## src/rtl/tmdd_pkg.sv

```systemverilog
package tmdd_pkg;

    // Default sizing of the top level
    localparam int MAX_COLS_DEF  = 256;
    localparam int MAX_ROWS_DEF  = 1024;
    localparam int CELL_BITS_DEF = 24;

    // Register file layout
    localparam int ROWS_CFG_W = 11;
    localparam int COLS_CFG_W = 9;
    localparam int COEF_W     = 16;
    localparam int CFG_DATA_W = 16;
    localparam int CFG_IDX_W  = 2;

    // Q0.16 coefficients
    localparam int FRAC_BITS = 16;

    localparam logic [ROWS_CFG_W-1:0] ROWS_RESET   = 11'd64;
    localparam logic [COLS_CFG_W-1:0] COLS_RESET   = 9'd64;
    localparam logic [COEF_W-1:0]     WEIGHT_RESET = 16'd6554;
    localparam logic [COEF_W-1:0]     DECAY_RESET  = 16'd0;

    typedef enum logic [CFG_IDX_W-1:0] {
        REG_GRID_ROWS     = 2'd0,
        REG_GRID_COLS     = 2'd1,
        REG_SPREAD_WEIGHT = 2'd2,
        REG_DECAY_FACTOR  = 2'd3
    } cfg_reg_t;

    // Sequencer -> datapath
    typedef struct packed {
        logic take;
        logic update;
        logic sum;
        logic mul1;
        logic mul2;
        logic emit;
    } tmdd_cmd_t;

    // Datapath -> sequencer
    typedef struct packed {
        logic drop;
        logic centre_valid;
        logic out_free;
    } tmdd_stat_t;

endpackage

```

## src/rtl/tmdd_ctrl.sv

```systemverilog
module tmdd_ctrl (
    input  logic                clk,
    input  logic                rst_n,
    input  logic                in_valid,
    input  tmdd_pkg::tmdd_stat_t stat,
    output logic                in_ready,
    output tmdd_pkg::tmdd_cmd_t  cmd
);
    import tmdd_pkg::*;

    typedef enum logic [5:0] {
        ST_IDLE   = 6'b000001,
        ST_UPDATE = 6'b000010,
        ST_SUM    = 6'b000100,
        ST_MUL1   = 6'b001000,
        ST_MUL2   = 6'b010000,
        ST_EMIT   = 6'b100000
    } state_t;

    state_t state_reg, state_next;

    always_ff @(posedge clk or negedge rst_n)
    begin
        if (!rst_n)
        begin
            state_reg <= ST_IDLE;
        end
        else
        begin
            state_reg <= state_next;
        end
    end

    always_comb
    begin
        state_next = state_reg;
        cmd        = '0;
        in_ready   = 1'b0;
        case (state_reg)
            ST_IDLE:
            begin
                in_ready = 1'b1;
                if (in_valid)
                begin
                    cmd.take = 1'b1;
                    // dropped padding stays idle; line-store contents and counters are left as they were
                    if (!stat.drop)
                    begin
                        state_next = ST_UPDATE;
                    end
                end
            end
            ST_UPDATE:
            begin
                cmd.update = 1'b1;
                state_next = stat.centre_valid ? ST_SUM : ST_IDLE;
            end
            ST_SUM:
            begin
                cmd.sum    = 1'b1;
                state_next = ST_MUL1;
            end
            ST_MUL1:
            begin
                cmd.mul1   = 1'b1;
                state_next = ST_MUL2;
            end
            ST_MUL2:
            begin
                cmd.mul2   = 1'b1;
                state_next = ST_EMIT;
            end
            ST_EMIT:
            begin
                if (stat.out_free)
                begin
                    cmd.emit   = 1'b1;
                    state_next = ST_IDLE;
                end
            end
            default:
            begin
                state_next = ST_IDLE;
            end
        endcase
    end
endmodule

```

## config.mk

```make
export PLATFORM = sky130hd
export DESIGN_NAME = tmdd_ctrl
export DESIGN_NICKNAME = d
export VERILOG_FILES = /design/src/rtl/tmdd_pkg.sv /design/src/rtl/tmdd_ctrl.sv
export SDC_FILE = /design/constraint.sdc
export NUM_CORES = 1
export LEC_CHECK = 0
export BUFFER_PORTS_ARGS = -buffer_cell sky130_fd_sc_hd__buf_4
export CAP_MARGIN = 20
export CORE_AREA = 2 2 39 41
export DETAILED_ROUTE_END_ITERATION = 7
export DIE_AREA = 0 0 41 43
export PLACE_DENSITY = 0.55
export RECOVER_POWER = 25
export SLEW_MARGIN = 25
export SYNTH_ARGS = -nofsm -noshare
export SYNTH_HDL_FRONTEND = slang
export SYNTH_SLANG_ARGS = --single-unit
```

## constraint.sdc

```tcl
create_clock -name clk -period 1.8 [get_ports clk]
set_input_delay 0.36 -clock clk [delete_from_list [all_inputs] [get_ports clk]]
set_output_delay 0.36 -clock clk [all_outputs]
set_load 0.02 [all_outputs]
```

Yosys cells after proc, flatten, opt, wreduce, memory -nomap -nowiden

Index checks and enable logic that the tools add are counted.

Output and inout bits: 7
Logic and storage cells: 25
Bits of input ports: 6
Register bits after elaboration: 6

Muxes and demuxes: 14
Equality and inequality tests: 9
Reductions and logical operators: 1

Operators by type and width:

| kind                 | number |
|---|---|
| $pmux W6 S6          | 1 |
| $mux W6              | 3 |
| $mux W1              | 9 |
| $eq A6 B1 Y1 const B | 1 |
| $eq A6 B2 Y1 const B | 1 |
| $eq A6 B3 Y1 const B | 1 |
| $eq A6 B4 Y1 const B | 1 |
| $eq A6 B5 Y1 const B | 1 |
| $eq A6 B6 Y1 const B | 1 |
| $ne A2 B2 Y1 const B | 3 |
| $mux W3              | 1 |
| $reduce_and A3 Y1    | 1 |

Longest topological paths before layout

Gate-level depths: netlist of run 1.

Word-level depth: 3
Depth in mapped cells: 4
Depth with buffers taken out: 3

Worst setup path after synthesis of run 1

OpenSTA, ideal clock, no wires.

Path kind: register -> output
Start: register state_reg[4]
End: output cmd[5] (netlist bit)
Arrival time: 1.690 ns
Data required time: 1.440 ns
Path buffers: 1
Setup slack: -0.250 ns
Cell stages (with the launch flop): 5
Path through: dfrtp_1 buf_6 or4_4 nor3b_2 and2_2

RTL lines:

| element                | RTL line        | source |
|---|---|---|
| from (decl)            | tmdd_ctrl.sv:20 | `state_t state_reg, state_next;` |
| from (signal assigned) | tmdd_ctrl.sv:30 | `state_reg <= state_next;` |
| to (decl)              | tmdd_ctrl.sv:7  | `output tmdd_pkg::tmdd_cmd_t cmd` |

==> impl_metrics.py, run 1 <==
metrics = {
    "yosys": {
        "yosys.area_share.simple_pct": 45.6,
        "synth_xor_area_share_pct": 2.38,
        "synth-seq-cells": 6,
        "ys_warn_count": 0,
        "muxShareOfSynthArea_pct": 0,
        "synth_compound_area_share_pct": 6.80,
        "synth.avg_cell_area_sq_um": 10.8,
        "ys_types": 22,
        "synth_fa_ha_area_share_pct": 0,
        "synth_area_sq_um": 368,
        "syn_nets": 40,
        "synthCells": 34,
        "synth_top_family_by_area": "simple AND/OR/NAND/NOR gates",
        "synth-seq-area-share_pct": 41.2,
    },
    "timing": {
        "final-max-slew-violation-count": 0,
        "setup_viol": 7,
        "setup_ws_ns": -0.230,
        "period_needed_ns": 2.03,
        "tns_ns": -1.11,
        "fmax_ghz": 0.493,
        "rsz0062_at_grt": "true",
        "slew_headroom_pct": 79.7,
        "tightest_slew_ns": 0.305,
        "hold_violations": 0,
        "min_period_over_period_pct": 113,
        "skew_ns": 0.00253,
    },
    "clocking": {
        "cts_tree": "built",
        "htreeDepth": 1,
        "clock-sinks": 6,
        "clk_pin_slew_ns": 0.05,
        "clk_latency_ns": 0.24,
        "clockBufferDepth": 2,
        "ctsRootBufferMaster": "clkbuf_4",
        "cts_buffers": 3,
    },
    "final_layout": {
        "nets": 65,
        "drive_gt1_share_pct": 53.4,
        "antenna_cells": 0,
        "mostFrequentLayoutCell": "buf_4",
        "synthToLayoutAreaGrowth_pct": 68.4,
        "mostFrequentLayoutCells": "buf_4 (15), dfrtp_1 (5), buf_6 (4)",
        "largest_register_ffs": 6,
    },
    "floorplanning": {
        "start_util_pct": 26.6,
        "die_x_um": 41,
        "boundaryPins": 13,
        "core_area_sq_um": 1380,
        "dieArea_sq_um": 1760,
        "rows": 14,
        "dieHeight_um": 43,
    },
    "route": {
        "vias": 352,
        "first_pass_iters": 1,
        "wl_per_cell_um": 11.3,
        "viasPerCell": 4.76,
        "drc_errors": 0,
        "ant_nets": 0,
        "dr.first_iter.drc_count": 0,
        "routed_wl_um": 839,
    },
    "placed_design": {
        "numPortBuffers": 12,
        "gp_congestion": 0.716,
    },
    "setup_path": {
        "start_kind": "register",
        "cp-end-kind": "output port",
        "crit_path_max_fanout": 2,
        "path_class": "register to output port",
        "arrival_ns": 1.67,
        "timing.critical_path.required_ns": 1.44,
    },
    "power": {
        "powerDensity_nw_per_um2": 564,
        "swShare_pct": 24.2,
        "p_clk_share_pct": 38.0,
        "power_w": 0.000349,
        "p_seq_share_pct": 41.7,
        "comb_power_share_pct": 20.3,
        "leakagePower_nw": 0.258,
        "ir_drop_v": 0.000360,
        "p_int_w": 0.000265,
        "netSwitchingPower_w": 0.0000845,
    },
    "flow_run": {
        "drv_cap": 0,
    },
    "run_status": {
        "status": "finished, violations left",
        "violations": "setup timing",
    },
    "global_route": {
        "grt_pass1_vias": 357,
        "antenna_found_initial": 0,
        "grt_usage_pct": 12.0,
        "grt_max_degree": 10,
        "grt-ovfl-total": 0,
        "grt_first_pass_wirelength_um": 1390,
    },
    "worst_hold_path": {
        "hp-class": "input port to register",
    },
}
==> critical path, stage by stage, from the launching register on <==
cell     delay, ns
dfrtp_1       0.37
or4_4         0.57
buf_6         0.15
nor3b_4       0.20
buf_6         0.14
==> power groups by stage <==
stage	Combinational, W	Sequential (W)	Clock [W]
floorplan	0.0000308	0.000147	0
detailed placement	0.0000620	0.000147	0
global route	0.0000779	0.000146	0.000155
CTS	0.0000657	0.000145	0.000141
global placement	0.0000623	0.000147	0
finish	0.0000710	0.000146	0.000133
==> final cells by class <==
| cell class | instances | area, sq um |
|---|---|---|
| Multi-Input combinational cell | 26 | 246 |
| Timing Repair Buffer | 21 | 171 |
| Fill cell | 145 | 764 |
| Clock buffer | 4 | 26.3 |
| Tap cell | 16 | 20.0 |
| Inverter | 1 | 3.75 |
| Sequential cell | 6 | 151 |
==> logic make-up (layout without fill, tap and decap cells) <==
kind of cell | count (synthesis) | after routing
AO/OA/AOI/OAI | 4 | 4
buffers and inverters | 2 | 26
XOR/XNOR | 1 | 1
AND/OR/NAND/NOR | 21 | 21
flip-flops | 6 | 6
==> stage by stage <==
step / area [sq um] / worst slack, ns / std cells / utilization (%) / hold WS [ns]
5_1_grt: 619 / -0.307 / 74 / 44.8 / 0.340
3_3_place_gp: 538 / 0.0192 / 68 / 38.9 / 0.171
3_5_place_dp: 538 / 0.0158 / 68 / 38.9 / 0.171
4_1_cts: 591 / -0.240 / 74 / 42.7 / 0.326
6_report: 619 / -0.230 / 74 / 44.8 / 0.336
2_1_floorplan: 387 / -0.178 / 34 / - / 0.0644
==> metal layers <==
layer	vias to the layer above	track usage, %	part of all wire, %
li1	178	-	-
met1	165	14.1	42
met2	9	16.9	53
met3	0	3.66	5.5
met4	0	10.0	0
met5	-	0	0
==> synth_stat cells <==
library cell  instances  area (sq um)
a211oi_1              1          7.51
a21oi_1               2          10.0
and2_1                1          6.26
and2_2                1          7.51
and3b_1               1          8.76
buf_6                 1          11.3
dfrtp_1               5           125
dfstp_2               1          26.3
inv_1                 1          3.75
nand2_1               1          3.75
nand3b_1              2          15.0
nor2_1                1          3.75
nor3_1                2          10.0
nor3b_2               2          25.0
nor4b_1               5          43.8
o21a_1                1          7.51
or2b_1                1          7.51
or3_1                 1          6.26
or4_1                 1          7.51
or4_4                 1          11.3
or4bb_1               1          11.3
xnor2_1               1          8.76
==> worst paths after layout <==
path,slack [ns],start,end,cells after the start
min in group asynchronous,0.51,rst_n,state_reg[3],2
worst max register to register,0.25,state_reg[5],state_reg[0],6
worst min register to register,0.62,state_reg[3],state_reg[3],2
max in group asynchronous,1.00,rst_n,state_reg[0],2
worst max-delay path,-0.23,state_reg[5],cmd[4],4
worst min-delay path,0.34,stat[1],state_reg[2],2
==> timing repair <==
action,in CTS,in global routing
gates resized for setup,2,7
endpoints found under the hold margin,5,0
pin swaps,3,3
buffers inserted,1,0
hold buffers,1,0
endpoints found under the setup margin,7,7
Note: power is estimated with default switching activity, not from simulation.
==> inputs of run 2 (changes only) <==
- ABC_AREA: default -> 1
- PLACE_DENSITY: 0.55 -> 0.59
==> run 2 against run 1 <==
Net effect:
- the run now ends clean
- worst setup slack gained 0.35 ns
- clock-buffer cell count is the same
- register-to-register slack gained 0.38 ns
- fmax grew 21%
- clock power grew 3%
- combinational power grew to 4.6 times the previous value
- sequential cell count is the same
- die area is the same
- area after synthesis grew 11%
- utilization shrank 5.1 points
- critical path type unchanged
- critical endpoint is now cmd[5]
- largest cell class unchanged
- largest power group is now combinational logic
==> impl_metrics.py, run 2 <==
metrics = {
    "yosys": {
        "synth_area_sq_um": 407,
        "synth-seq-cells": 6,
        "synth_flop_cell": "dfrtp_1",
        "ys_types": 12,
        "synth_top_area_cell": "dfrtp_1",
        "yosys-top-cells-count": "inv_1 (16), nor2_1 (9), nand3_1 (6)",
        "synth_async_sr_flop_share_pct": 100,
        "ys_warn_count": 0,
        "synth_area_leaders": "dfrtp_1 (31%), inv_1 (15%), nor2_1 (8.3%)",
        "synthCells": 58,
        "synth_edf_count": 0,
        "synth-seq-area-share_pct": 37.2,
        "syn_nets": 64,
        "synth_most_common_cell": "inv_1",
        "synth.avg_cell_area_sq_um": 7.01,
        "synth_top_area_share_pct": 30.8,
    },
    "setup_path": {
        "rr_startpoint": "state_reg[0]",
        "rr_worst_depth": 7,
        "arrival_ns": 1.32,
        "rr_endpoint": "state_reg[0]",
        "crit_path_max_fanout": 3,
        "timing.critical_path.required_ns": 1.44,
        "reg2reg_slack_ns": 0.63,
        "path_class": "register to output port",
        "crit_start": "state_reg[0]",
        "start_kind": "register",
        "cp-end-kind": "output port",
    },
    "floorplanning": {
        "start_util_pct": 29.4,
        "dieHeight_um": 43,
        "dieArea_sq_um": 1760,
        "die_x_um": 41,
        "boundaryPins": 13,
        "core_area_sq_um": 1380,
        "rows": 14,
    },
    "clocking": {
        "clk_pin_slew_ns": 0.05,
        "clock-sinks": 6,
        "cts_tree": "built",
        "ctsRootBufferMaster": "clkbuf_4",
        "cts-resized-gates": 0,
        "htreeDepth": 1,
        "hold_buffers": 1,
        "clk_latency_ns": 0.25,
        "cts_buffers": 3,
        "post-cts-setup-buffers": 0,
        "clockBufferDepth": 2,
    },
    "timing": {
        "hold_violations": 0,
        "whs_ns": 0.370,
        "tightest_slew_ns": 0.316,
        "fmax_ghz": 0.596,
        "final-max-slew-violation-count": 0,
        "period_needed_ns": 1.68,
        "rsz0062_at_grt": "false",
        "setup_ws_ns": 0.122,
        "setup_viol": 0,
        "tns_ns": 0,
        "slew_headroom_pct": 78.9,
        "skew_ns": 0.00273,
        "min_period_over_period_pct": 93.2,
    },
    "power": {
        "leakagePower_nw": 0.367,
        "p_int_w": 0.000383,
        "power_w": 0.000654,
        "powerDensity_nw_per_um2": 1190,
        "swShare_pct": 41.5,
        "p_clk_share_pct": 21.0,
        "p_seq_share_pct": 29.3,
        "netSwitchingPower_w": 0.000271,
        "ir_drop_v": 0.000350,
        "comb_power_share_pct": 49.7,
    },
    "placed_design": {
        "gp_congestion": 0.671,
        "place_hpwl_um": 653,
        "numPortBuffers": 12,
        "pre_cts_ws_ns": 0.381,
    },
    "flow_run": {
        "drv_cap": 0,
    },
    "run_status": {
        "status": "finished clean",
    },
    "final_layout": {
        "nets": 82,
        "largest_register_ffs": 6,
        "synthToLayoutAreaGrowth_pct": 35.1,
        "mostFrequentLayoutCells": "inv_1 (16), buf_4 (11), nor2_1 (9)",
        "mostFrequentLayoutCell": "inv_1",
        "fin_util_pct": 39.7,
        "antenna_cells": 0,
        "drive_gt1_share_pct": 40.0,
    },
    "global_route": {
        "antenna_found_initial": 0,
        "grt_max_degree": 7,
        "grt-ovfl-total": 0,
        "grt_usage_pct": 12.3,
        "grt_first_pass_wirelength_um": 1350,
        "grt_pass1_vias": 346,
    },
    "route": {
        "dr.first_iter.drc_count": 6,
        "ant_nets": 0,
        "vias": 390,
        "drc_errors": 0,
        "viasPerCell": 4.29,
        "wl_per_cell_um": 8.75,
        "first_pass_iters": 4,
        "routed_wl_um": 796,
    },
    "worst_hold_path": {
        "hold_path_end": "state_reg[2]",
        "hp-class": "input port to register",
        "hold_depth": 3,
        "hp-start": "stat[1]",
    },
}
## run 2: cell types whose count changed in the layout (fill, tap and decap cells not counted), sizes merged, moves of 2 or more
cell    previous run  this run
nand2              1         7
buf               19        11
nand3b             2         0
nand4              0         2
or4                2         0
inv                1        19
nor4b              5         0
nor3b              2         0
a21oi              2         0
nor2               1        16
nor3               2         0
nand3              0         8
and2               2         0
## run 2: per-stage QoR
step,instances,cell area (sq um)
3_3_place_gp,86,517
4_1_cts,91,553
3_5_place_dp,86,517
5_1_grt,91,549
2_1_floorplan,58,407
6_report,91,549
## run 2: worst max-delay path by stage
stage,slack (ns),end,depth (start not counted)
finish,0.12,cmd[5],5
global route,0.05,cmd[5],5
CTS,0.10,cmd[5],5
detailed placement,0.38,cmd[5],5
global placement,0.40,cmd[5],5
floorplan,0.37,cmd[5],4
## run 2: critical path: stages (launching register included)
cell and delay [ns]:
dfstp_2 0.54, inv_2 0.04, nor2_1 0.11, nand3_1 0.13, nor2_1 0.11, buf_4 0.14
## run 2: kinds of logic after synthesis
logic type             count (synthesis)  synth area share (%)
flip-flops                             6                  37.2
buffers and inverters                 19                  17.5
AND/OR/NAND/NOR                       33                  45.2
## run 2: routing by layer
layer | global-route usage, % | vias up | routed length, um
li1 | - | 203 | -
met1 | 12.1 | 172 | 316
met2 | 19.1 | 13 | 399
met3 | 7.85 | 2 | 65
met4 | 6.00 | 0 | 14
met5 | 0 | - | 0
## run 2: area by class of cell
type / instances / area (sq um)
fill: 148 / 835
clock buffer: 4 / 26.3
timing repair buffer: 13 / 96.3
sequential: 6 / 151
tap: 16 / 20.0
multi-input combinational: 33 / 184
inverter: 19 / 71.3
## run 2: power groups by stage
stage / Sequential [W] / Clock [W] / Combinational [W]
after CTS: 0.000191 / 0.000145 / 0.000331
after detailed placement: 0.000193 / 0 / 0.000328
after floorplan: 0.000190 / 0 / 0.000241
final: 0.000192 / 0.000137 / 0.000325
after global routing: 0.000193 / 0.000153 / 0.000359
after global placement: 0.000192 / 0 / 0.000324
